## config.mk

```make
export PLATFORM = sky130hd
export DESIGN_NAME = recursive_lock_with_wait_queue
export DESIGN_NICKNAME = d
export VERILOG_FILES = /design/src/design/rlwq_pkg.sv /design/src/design/rlwq_wait_queue.sv /design/src/design/rlwq_lock_ctrl.sv /design/src/design/recursive_lock_with_wait_queue.sv
export SDC_FILE = /design/constraint.sdc
export NUM_CORES = 1
export LEC_CHECK = 0
export BUFFER_PORTS_ARGS = -buffer_cell sky130_fd_sc_hd__clkbuf_2
export CORE_MARGIN = 2
export CORE_UTILIZATION = 65
export DETAILED_ROUTE_END_ITERATION = 7
export GPL_TIMING_DRIVEN = 1
export PLACE_DENSITY = 0.79
export SETUP_SLACK_MARGIN = 0.1
export SYNTH_ARGS = -nofsm -noshare
export SYNTH_HDL_FRONTEND = slang
export SYNTH_HIERARCHICAL = 1
export SYNTH_SLANG_ARGS = --single-unit
```

## constraint.sdc

```tcl
create_clock -name clock -period 10.3 [get_ports clock]
set_input_delay 1.03 -clock clock [delete_from_list [all_inputs] [get_ports clock]]
set_output_delay 1.03 -clock clock [all_outputs]
set_load 0.02 [all_outputs]
```

## src/design/rlwq_pkg.sv

```systemverilog
// Shared types, sizes and status codes for the recursive lock with wait queue.
`timescale 1ns / 1ps

package rlwq_pkg;

   // Sizing
   localparam int THREAD_COUNT = 256;
   localparam int QUEUE_DEPTH  = 16;

   localparam int TID_W   = 8;
   localparam int NEST_W  = 8;
   localparam int MAP_DEPTH = (THREAD_COUNT < (1 << TID_W)) ? THREAD_COUNT : (1 << TID_W);
   localparam int MAP_W   = $clog2(MAP_DEPTH);
   localparam int QPTR_W  = (QUEUE_DEPTH > 1) ? $clog2(QUEUE_DEPTH) : 1;
   localparam int USED_W  = $clog2(QUEUE_DEPTH + 1);

   localparam logic [NEST_W-1:0] NEST_MAX = {NEST_W{1'b1}};
   localparam logic [QPTR_W-1:0] QPTR_LAST = QPTR_W'(QUEUE_DEPTH - 1);
   localparam logic [USED_W-1:0] USED_FULL = USED_W'(QUEUE_DEPTH);

   // Request kinds
   localparam logic KIND_ACQUIRE = 1'b0;
   localparam logic KIND_RELEASE = 1'b1;

   typedef enum logic [2:0] {
      ST_OK         = 3'd0,
      ST_QUEUED     = 3'd1,
      ST_NOT_HOLDER = 3'd2,
      ST_DUP_WAIT   = 3'd3,
      ST_FULL       = 3'd4,
      ST_NEST_OVF   = 3'd5
   } status_type;

   typedef struct packed {
      logic             kind;
      logic [TID_W-1:0] thread_id;
   } req_type;

   typedef struct packed {
      status_type       status;
      logic             wake_valid;
      logic [TID_W-1:0] wake_thread;
      logic             lock_free;
   } rsp_type;

   // Queue state seen by the lock controller
   typedef struct packed {
      logic [TID_W-1:0] head_tid;
      logic             empty;
      logic             full;
      logic             tid_waiting;
   } qstat_type;

   // Queue updates issued by the lock controller
   typedef struct packed {
      logic             push;
      logic             pop;
      logic [TID_W-1:0] tid;
   } qcmd_type;

endpackage

```

## src/design/rlwq_wait_queue.sv

```systemverilog
// Waiter FIFO with per-thread waiting bitmap.
`timescale 1ns / 1ps

module rlwq_wait_queue
   import rlwq_pkg::*;
(
   input  logic       clock,
   input  logic       reset,
   input  qcmd_type   cmd,
   output qstat_type  stat
);

   logic [TID_W-1:0]     fifo_mem [QUEUE_DEPTH];
   logic [TID_W-1:0]     head_tid_ff;
   logic [QPTR_W-1:0]    head_ff, head_in;
   logic [QPTR_W-1:0]    tail_ff, tail_in;
   logic [USED_W-1:0]    used_ff, used_in;
   logic [MAP_DEPTH-1:0] map_ff, map_in;
   logic [MAP_W-1:0]     tid_idx;
   logic [MAP_W-1:0]     head_idx;

   assign tid_idx  = cmd.tid[MAP_W-1:0];
   assign head_idx = head_tid_ff[MAP_W-1:0];

   // Status toward the controller
   always_comb begin
      stat.head_tid    = head_tid_ff;
      stat.empty       = (used_ff == '0);
      stat.full        = (used_ff == USED_FULL);
      stat.tid_waiting = map_ff[tid_idx];
   end

   // Pointer and bitmap update
   always_comb begin
      head_in = head_ff;
      tail_in = tail_ff;
      used_in = used_ff;
      map_in  = map_ff;
      if (cmd.push) begin
         tail_in         = (tail_ff == QPTR_LAST) ? '0 : tail_ff + 1'b1;
         used_in         = used_ff + 1'b1;
         map_in[tid_idx] = 1'b1;
      end else if (cmd.pop) begin
         head_in          = (head_ff == QPTR_LAST) ? '0 : head_ff + 1'b1;
         used_in          = used_ff - 1'b1;
         map_in[head_idx] = 1'b0;
      end
   end

   always_ff @(posedge clock) begin
      if (reset) begin
         head_ff <= '0;
         tail_ff <= '0;
         used_ff <= '0;
         map_ff  <= '0;
      end else begin
         head_ff <= head_in;
         tail_ff <= tail_in;
         used_ff <= used_in;
         map_ff  <= map_in;
      end
   end

   // Storage, no reset; head entry read into a register,
   // a push into an empty queue goes straight to the head
   always_ff @(posedge clock) begin
      if (cmd.push) begin
         fifo_mem[tail_ff] <= cmd.tid;
      end
      if (cmd.push && tail_ff == head_in) begin
         head_tid_ff <= cmd.tid;
      end else begin
         head_tid_ff <= fifo_mem[head_in];
      end
   end

   // Checks
   a_used_bound: assert property (@(posedge clock) disable iff (reset)
      used_ff <= USED_FULL)
      else $error("waiter count above queue depth");

   a_ptr_match: assert property (@(posedge clock) disable iff (reset)
      (used_ff == '0 || used_ff == USED_FULL) |-> head_ff == tail_ff)
      else $error("pointers disagree with waiter count");

   a_no_overrun: assert property (@(posedge clock) disable iff (reset)
      !(cmd.push && stat.full) && !(cmd.pop && stat.empty))
      else $error("queue pushed when full or popped when empty");

   a_push_marks: assert property (@(posedge clock) disable iff (reset)
      cmd.push |=> map_ff[$past(tid_idx)])
      else $error("queued thread not marked waiting");

endmodule

```

## src/design/rlwq_lock_ctrl.sv

```systemverilog
// Lock ownership state and per-item decision logic.
`timescale 1ns / 1ps

module rlwq_lock_ctrl
   import rlwq_pkg::*;
(
   input  logic       clock,
   input  logic       reset,
   input  logic       fire,
   input  req_type    item,
   input  qstat_type  qstat,
   output qcmd_type   qcmd,
   output rsp_type    rsp
);

   logic [TID_W-1:0]  owner_ff, owner_in;
   logic              owned_ff, owned_in;
   logic [NEST_W-1:0] nest_ff, nest_in;
   logic              in_range;
   logic              is_holder;

   assign in_range  = (int'(item.thread_id) < THREAD_COUNT);
   assign is_holder = owned_ff && (owner_ff == item.thread_id);

   // Decide the item's outcome and the next lock state
   always_comb begin
      owner_in         = owner_ff;
      owned_in         = owned_ff;
      nest_in          = nest_ff;
      qcmd.push        = 1'b0;
      qcmd.pop         = 1'b0;
      qcmd.tid         = item.thread_id;
      rsp.status       = ST_OK;
      rsp.wake_valid   = 1'b0;
      rsp.wake_thread  = '0;
      priority if (!in_range) begin
         rsp.status = ST_NOT_HOLDER;
      end else if (item.kind == KIND_ACQUIRE) begin
         priority if (!owned_ff) begin
            owned_in = 1'b1;
            owner_in = item.thread_id;
            nest_in  = NEST_W'(1);
         end else if (is_holder) begin
            if (nest_ff == NEST_MAX) begin
               rsp.status = ST_NEST_OVF;
            end else begin
               nest_in = nest_ff + 1'b1;
            end
         end else if (qstat.tid_waiting) begin
            rsp.status = ST_DUP_WAIT;
         end else if (qstat.full) begin
            rsp.status = ST_FULL;
         end else begin
            qcmd.push  = fire;
            rsp.status = ST_QUEUED;
         end
      end else begin
         priority if (!is_holder) begin
            rsp.status = ST_NOT_HOLDER;
         end else if (nest_ff > NEST_W'(1)) begin
            nest_in = nest_ff - 1'b1;
         end else if (!qstat.empty) begin
            // hand off to the head waiter
            qcmd.pop        = fire;
            owner_in        = qstat.head_tid;
            nest_in         = NEST_W'(1);
            rsp.wake_valid  = 1'b1;
            rsp.wake_thread = qstat.head_tid;
         end else begin
            owned_in = 1'b0;
            owner_in = '0;
            nest_in  = '0;
         end
      end
      rsp.lock_free = !owned_in;
   end

   always_ff @(posedge clock) begin
      if (reset) begin
         owner_ff <= '0;
         owned_ff <= 1'b0;
         nest_ff  <= '0;
      end else if (fire) begin
         owner_ff <= owner_in;
         owned_ff <= owned_in;
         nest_ff  <= nest_in;
      end
   end

   // Checks
   a_held_nested: assert property (@(posedge clock) disable iff (reset)
      owned_ff |-> nest_ff != '0)
      else $error("held lock with zero nesting");

   a_free_clear: assert property (@(posedge clock) disable iff (reset)
      !owned_ff |-> (owner_ff == '0 && nest_ff == '0))
      else $error("free lock keeps owner or count");

   a_wake_owner: assert property (@(posedge clock) disable iff (reset)
      (fire && rsp.wake_valid) |=> (owned_ff && owner_ff == $past(qstat.head_tid)))
      else $error("woken thread does not hold the lock");

endmodule

```

## src/design/recursive_lock_with_wait_queue.sv

```systemverilog
// Top level: input register, lock decision, result register.
//
//   channel  direction  handshake              payload
//   req_     in         req_valid / req_stall  req_data (kind, thread_id)
//   rsp_     out        rsp_valid / rsp_stall  rsp_data (status, wake, lock_free)
//
// One item per cycle sustained while the result side does not stall; the result of an item is
// registered in the result register as the item leaves the input register. Each item reads and
// updates the lock state between the input register and the result register, so the next item
// sees it at once. Reset is synchronous; it frees the lock, empties the queue and clears the
// waiting bitmap. A stalled result holds the pipeline; the input side stalls only while its
// register is full and cannot move on.
`timescale 1ns / 1ps

module recursive_lock_with_wait_queue
   import rlwq_pkg::*;
(
   input  logic    clock,
   input  logic    reset,
   input  logic    req_valid,
   output logic    req_stall,
   input  req_type req_data,
   output logic    rsp_valid,
   input  logic    rsp_stall,
   output rsp_type rsp_data
);

   logic      in_valid_ff, in_valid_in;
   req_type   in_data_ff;
   logic      rsp_valid_ff, rsp_valid_in;
   rsp_type   rsp_data_ff;
   logic      advance;
   logic      fire;
   rsp_type   rsp_next;
   qstat_type qstat;
   qcmd_type  qcmd;

   // Pipeline flow control
   assign advance   = !rsp_valid_ff || !rsp_stall;
   assign fire      = in_valid_ff && advance;
   assign req_stall = in_valid_ff && !advance;

   assign in_valid_in  = req_stall ? in_valid_ff : req_valid;
   assign rsp_valid_in = advance ? in_valid_ff : rsp_valid_ff;

   always_ff @(posedge clock) begin
      if (reset) begin
         in_valid_ff  <= 1'b0;
         rsp_valid_ff <= 1'b0;
      end else begin
         in_valid_ff  <= in_valid_in;
         rsp_valid_ff <= rsp_valid_in;
      end
   end

   // Payload registers
   always_ff @(posedge clock) begin
      if (req_valid && !req_stall) begin
         in_data_ff <= req_data;
      end
      if (fire) begin
         rsp_data_ff <= rsp_next;
      end
   end

   rlwq_lock_ctrl u_lock_ctrl (
      .clock (clock),
      .reset (reset),
      .fire  (fire),
      .item  (in_data_ff),
      .qstat (qstat),
      .qcmd  (qcmd),
      .rsp   (rsp_next)
   );

   rlwq_wait_queue u_wait_queue (
      .clock (clock),
      .reset (reset),
      .cmd   (qcmd),
      .stat  (qstat)
   );

   assign rsp_valid = rsp_valid_ff;
   assign rsp_data  = rsp_data_ff;

endmodule

```

==> out/metrics.sh <==
AREA_GROWTH_PCT=9.29
SYNTH.FF_LATCH_COUNT=442
NETLIST-CELL-TYPE-COUNT=78
FLOORPLAN.IO_PINS=28
SYNTH_WARNINGS=6
P_PER_AREA_nW_PER_UM2=167
CLOCK_INSERTION_DELAY_WORST_SKEW_NS=0.57
TIGHTEST_SLEW_NS=1.32
SYN_AVG_CELL_AREA_UM2=11.4
CTS_TREE='yes'
DOMINANTREGCELLSYNTH='sky130_fd_sc_hd__dfxtp_1'
RUN_STATUS='complete, no violations'
DETAILED_PLACE_HPWL_MM=37.6
STARTPOINT_TYPE='flip-flop'
WORST_R2R_PATH_DEPTH=16
POST_SYNTH_EDFFS=150
ANTENNADIODECOUNT=0
SYNTH-ADDER-AREA-SHARE_PCT=0.794
WORSTHOLDPATHCELLS=2
SYNTH_ASYNC_SR_FLOP_SHARE_PCT=0
CP_DATA_ARRIVAL_TIME_NS=7.21
TRITONCTS.NUM_BUFFERS=45
HOLD_CLASS='reg2reg'
POWER.STATIC_LEAKAGE_nW=6.82
ROWS=63
WIRE_PER_INST_UM=28.9
MAX_CLOCK_FREQ_MHz=148
CRITPATHMAXFANOUT=61
AREA_OF_THE_MAPPED_NETLIST_UM2=19800
WORST_CLOCK_SKEW_NS=0.0238
CORE_UM2=29900
CTS_NUM_SINKS=442
DIE-AREA_UM2=31900
REQUIRED_NS=10.76
WORST_SETUP_PATH_END_KIND='flip-flop'
DRT-MET1-WL_MM=22.9
SYN-NUM-NETS=1772
HOLD_END='u_wait_queue/used_ff[3]'
FF2FF_SETUP_SLACK_NS=3.55
FINALWORSTPATHREQUIREDPERIOD_NS=6.75
SYNTH-COMPOUND-AREA-SHARE_PCT=20.9
GRT_FIRST_PASS_WIRELENGTH_MM=92.5
NUM-NETS-FINAL=1738
H-TREE-DEPTH=2
OVERFLOW=0
FINALSETUPVIOLATIONS=0
PRE_CTS_WS_NS=3.90
BUFFERS_INSERTED_BY_POST_CTS_TIMING_REPAIR=0
MET2_WIRELENGTH_MM=26.3
RSZ0062_AT_GRT='false'
DIE_Y_UM=179
IR_WORST_VDD_mV=0.144
SETUP_TOTAL_NEGATIVE_SLACK_NS=0
CP_CLASS='reg2reg'
TIMING.FINAL.WS_SETUP_NS=3.55
POSTROUTEANTENNANETS=0
INITIAL_UTILIZATION_PCT=66.4
FINALWIRELENGTH_MM=61.7
R2R_END='u_wait_queue/map_ff[35]'
TIMING.FINAL.HOLD_VIOLATIONS=0
CLOCKROOTBUFFER='sky130_fd_sc_hd__clkbuf_16'
SYNTH_XOR_AREA_SHARE_PCT=0.662
DR.MAX_LAYER_USED='met5'
LARGEST_FAMILY_OF_LOGIC_CELLS_BY_SYNTHESIZED_AREA='compound AO/OA/AOI/OAI gates'
SLEW_HEADROOM_PCT=11.3
PIN_COUNT_OF_THE_BIGGEST_NET_ENTERING_GLOBAL_ROUTING=111
GPL.FINAL_WEIGHTED_CONGESTION=1.00
SYNTHSIMPLEGATEAREAFRAC_PCT=10.2
WL_MET3_MM=8.94
SYNTH.YOSYS.SEQ_AREA_SHARE_PCT=52.2
GRT_ANTENNA_BEFORE_REPAIR=2
POST-ROUTE-PERIOD-UTIL_PCT=65.5
DRT_DRC_VIOLATIONS_LEFT=0
DRT-PASS1-ITER-COUNT=6
DRT_ITER0_DRC=2465
SYN-INSTANCE-COUNT=1747
CTS_RESIZED=0
FP.DIEW_UM=179
POST_CTS_HOLD_FIX_BUFS=0
NUMBER_OF_MAX_CAPACITANCE_VIOLATIONS_REPORTED=0
DR_TOTAL_VIAS=16040
NUMBER_OF_GLOBAL_ROUTE_VIAS_BEFORE_REPAIR=15085
GRT_UTIL_ALL_LAYERS_PCT=38.9
REPORT.FINAL.SLEW_VIOL_COUNT=0
PATH_CLK_SLEW_NS=0.06
CTSLONGESTPATHBUFFERS=3
LAYOUT_CELL_SHARE_WITH_DRIVE_STRENGTH_BEYOND_1_PCT=17.4
VIAS_PER_CELL=7.50
WORSTHOLDSTART='u_wait_queue/used_ff[3]'
WORSTREG2REGSTART='in_data_ff[1]'
FRACTION_OF_SYNTHESIZED_AREA_IN_MULTIPLEXERS_PCT=11.3
PORT_BUFFERS=27
==> cells by family (layout without fill, tap and decap cells) <==
kind of cell	after synthesis	after routing
AOI/OAI and AO/OA	628	628
xor gates and xnor gates	15	15
adders and majority gates	12	12
buffers and inverters	171	172
DFF	442	442
muxes	112	112
and+or+nand+nor	367	367
==> synth_stat cells, types with 10 or more instances <==
cell type	instances	area (um^2)
sky130_fd_sc_hd__clkbuf_1	91	342
sky130_fd_sc_hd__a31oi_1	10	62.6
sky130_fd_sc_hd__buf_2	22	110
sky130_fd_sc_hd__and2_1	38	238
sky130_fd_sc_hd__nand3_1	34	170
sky130_fd_sc_hd__mux4_2	89	2000
sky130_fd_sc_hd__nand2_1	51	191
sky130_fd_sc_hd__mux2i_1	23	230
sky130_fd_sc_hd__dfxtp_1	292	5850
sky130_fd_sc_hd__a21oi_1	269	1350
sky130_fd_sc_hd__inv_1	10	37.5
sky130_fd_sc_hd__ha_1	11	138
sky130_fd_sc_hd__edfxtp_1	150	4500
sky130_fd_sc_hd__a22oi_1	23	173
sky130_fd_sc_hd__nor2b_1	17	106
sky130_fd_sc_hd__a211oi_1	257	1930
sky130_fd_sc_hd__nor3_1	35	175
sky130_fd_sc_hd__nor3_2	13	130
sky130_fd_sc_hd__buf_1	15	56.3
sky130_fd_sc_hd__buf_4	23	173
sky130_fd_sc_hd__nor2_1	95	357
==> cell type report <==
type                       count  area [um^2]
sequential                   442        10400
multi-input combinational   1134         8790
fill                        2053         8190
clock buffer                  65         1290
timing repair buffer          76          524
tap                          390          488
clock inverter                17          184
inverter                      14         52.6
==> routing by layer <==
metal / vias to the layer above / GRT usage, %
met5: - / 0
met4: 4 / 19.3
met3: 286 / 13.1
met2: 1228 / 56.1
met1: 7779 / 52.9
li1: 6743 / -
==> worst max path at each step <==
stage / startpoint / slack, ns / cells past startpoint / to
floorplan: in_data_ff[0] / 5.10 / 20 / u_wait_queue/used_ff[4]
global placement: in_data_ff[1] / 4.05 / 16 / u_wait_queue/map_ff[227]
detailed placement: in_data_ff[1] / 3.90 / 16 / u_wait_queue/map_ff[131]
CTS: in_data_ff[1] / 3.87 / 16 / u_wait_queue/map_ff[51]
global route: in_data_ff[1] / 3.33 / 16 / u_wait_queue/map_ff[163]
finish: in_data_ff[1] / 3.55 / 16 / u_wait_queue/map_ff[35]
==> per-stage QoR <==
stage	cell area [um^2]	hold slack, ns	util [%]	instances	total power [W]
2_1_floorplan	19800	0.443	-	1747	0.00196
5_1_grt	21700	0.529	72.6	2138	0.00370
3_3_place_gp	20200	0.460	67.7	2056	0.00201
6_report	21700	0.483	72.6	2138	0.00361
4_1_cts	21700	0.481	72.6	2138	0.00361
3_5_place_dp	20200	0.473	67.7	2056	0.00201
==> power by group <==
part | internal (W) | switching (W)
sequential | 0.00181 | 0.00000879
clock | 0.000950 | 0.000686
combinational | 0.0000436 | 0.000117
==> placed cells by master, fill, tap and decap left out, types with 23 or more instances in the layout <==
master / instances
sky130_fd_sc_hd__a211oi_1: 257
sky130_fd_sc_hd__a21oi_1: 269
sky130_fd_sc_hd__a22oi_1: 23
sky130_fd_sc_hd__and2_1: 38
sky130_fd_sc_hd__buf_4: 48
sky130_fd_sc_hd__clkbuf_16: 46
sky130_fd_sc_hd__clkbuf_2: 26
sky130_fd_sc_hd__dfxtp_1: 291
sky130_fd_sc_hd__edfxtp_1: 150
sky130_fd_sc_hd__mux2i_1: 23
sky130_fd_sc_hd__mux4_2: 89
sky130_fd_sc_hd__nand2_1: 51
sky130_fd_sc_hd__nand3_1: 34
sky130_fd_sc_hd__nor2_1: 93
sky130_fd_sc_hd__nor3_1: 29
==> worst max-delay path, cell delays in order, from the launching register on <==
cell and delay, ns:
sky130_fd_sc_hd__edfxtp_1 0.34, sky130_fd_sc_hd__buf_4 0.30, sky130_fd_sc_hd__buf_4 0.77, sky130_fd_sc_hd__nor2b_1 0.83
sky130_fd_sc_hd__a22oi_1 0.37, sky130_fd_sc_hd__a22oi_1 0.32, sky130_fd_sc_hd__o2111a_1 0.20, sky130_fd_sc_hd__o311ai_0 0.12
sky130_fd_sc_hd__or3_1 0.53, sky130_fd_sc_hd__nor2_1 0.14, sky130_fd_sc_hd__and4_2 0.22, sky130_fd_sc_hd__buf_4 0.50
sky130_fd_sc_hd__clkinv_1 0.14, sky130_fd_sc_hd__buf_4 0.30, sky130_fd_sc_hd__nor4_1 1.10, sky130_fd_sc_hd__a21oi_1 0.21
sky130_fd_sc_hd__a211oi_1 0.24
==> flip-flops by register name (all words and copies together), names as in the netlist, named ones only <==
name,flops
rsp_valid,1
in_data_ff,9
u_lock_ctrl/nest_ff,8
u_wait_queue/head_ff,4
u_lock_ctrl/owner_ff,8
u_wait_queue/tail_ff,4
rsp_data,13
u_wait_queue/used_ff,5
in_valid_ff,1
u_lock_ctrl/owned_ff,1
u_wait_queue/map_ff,256
u_wait_queue/fifo_mem,128
(Power assumes the default switching activity.)
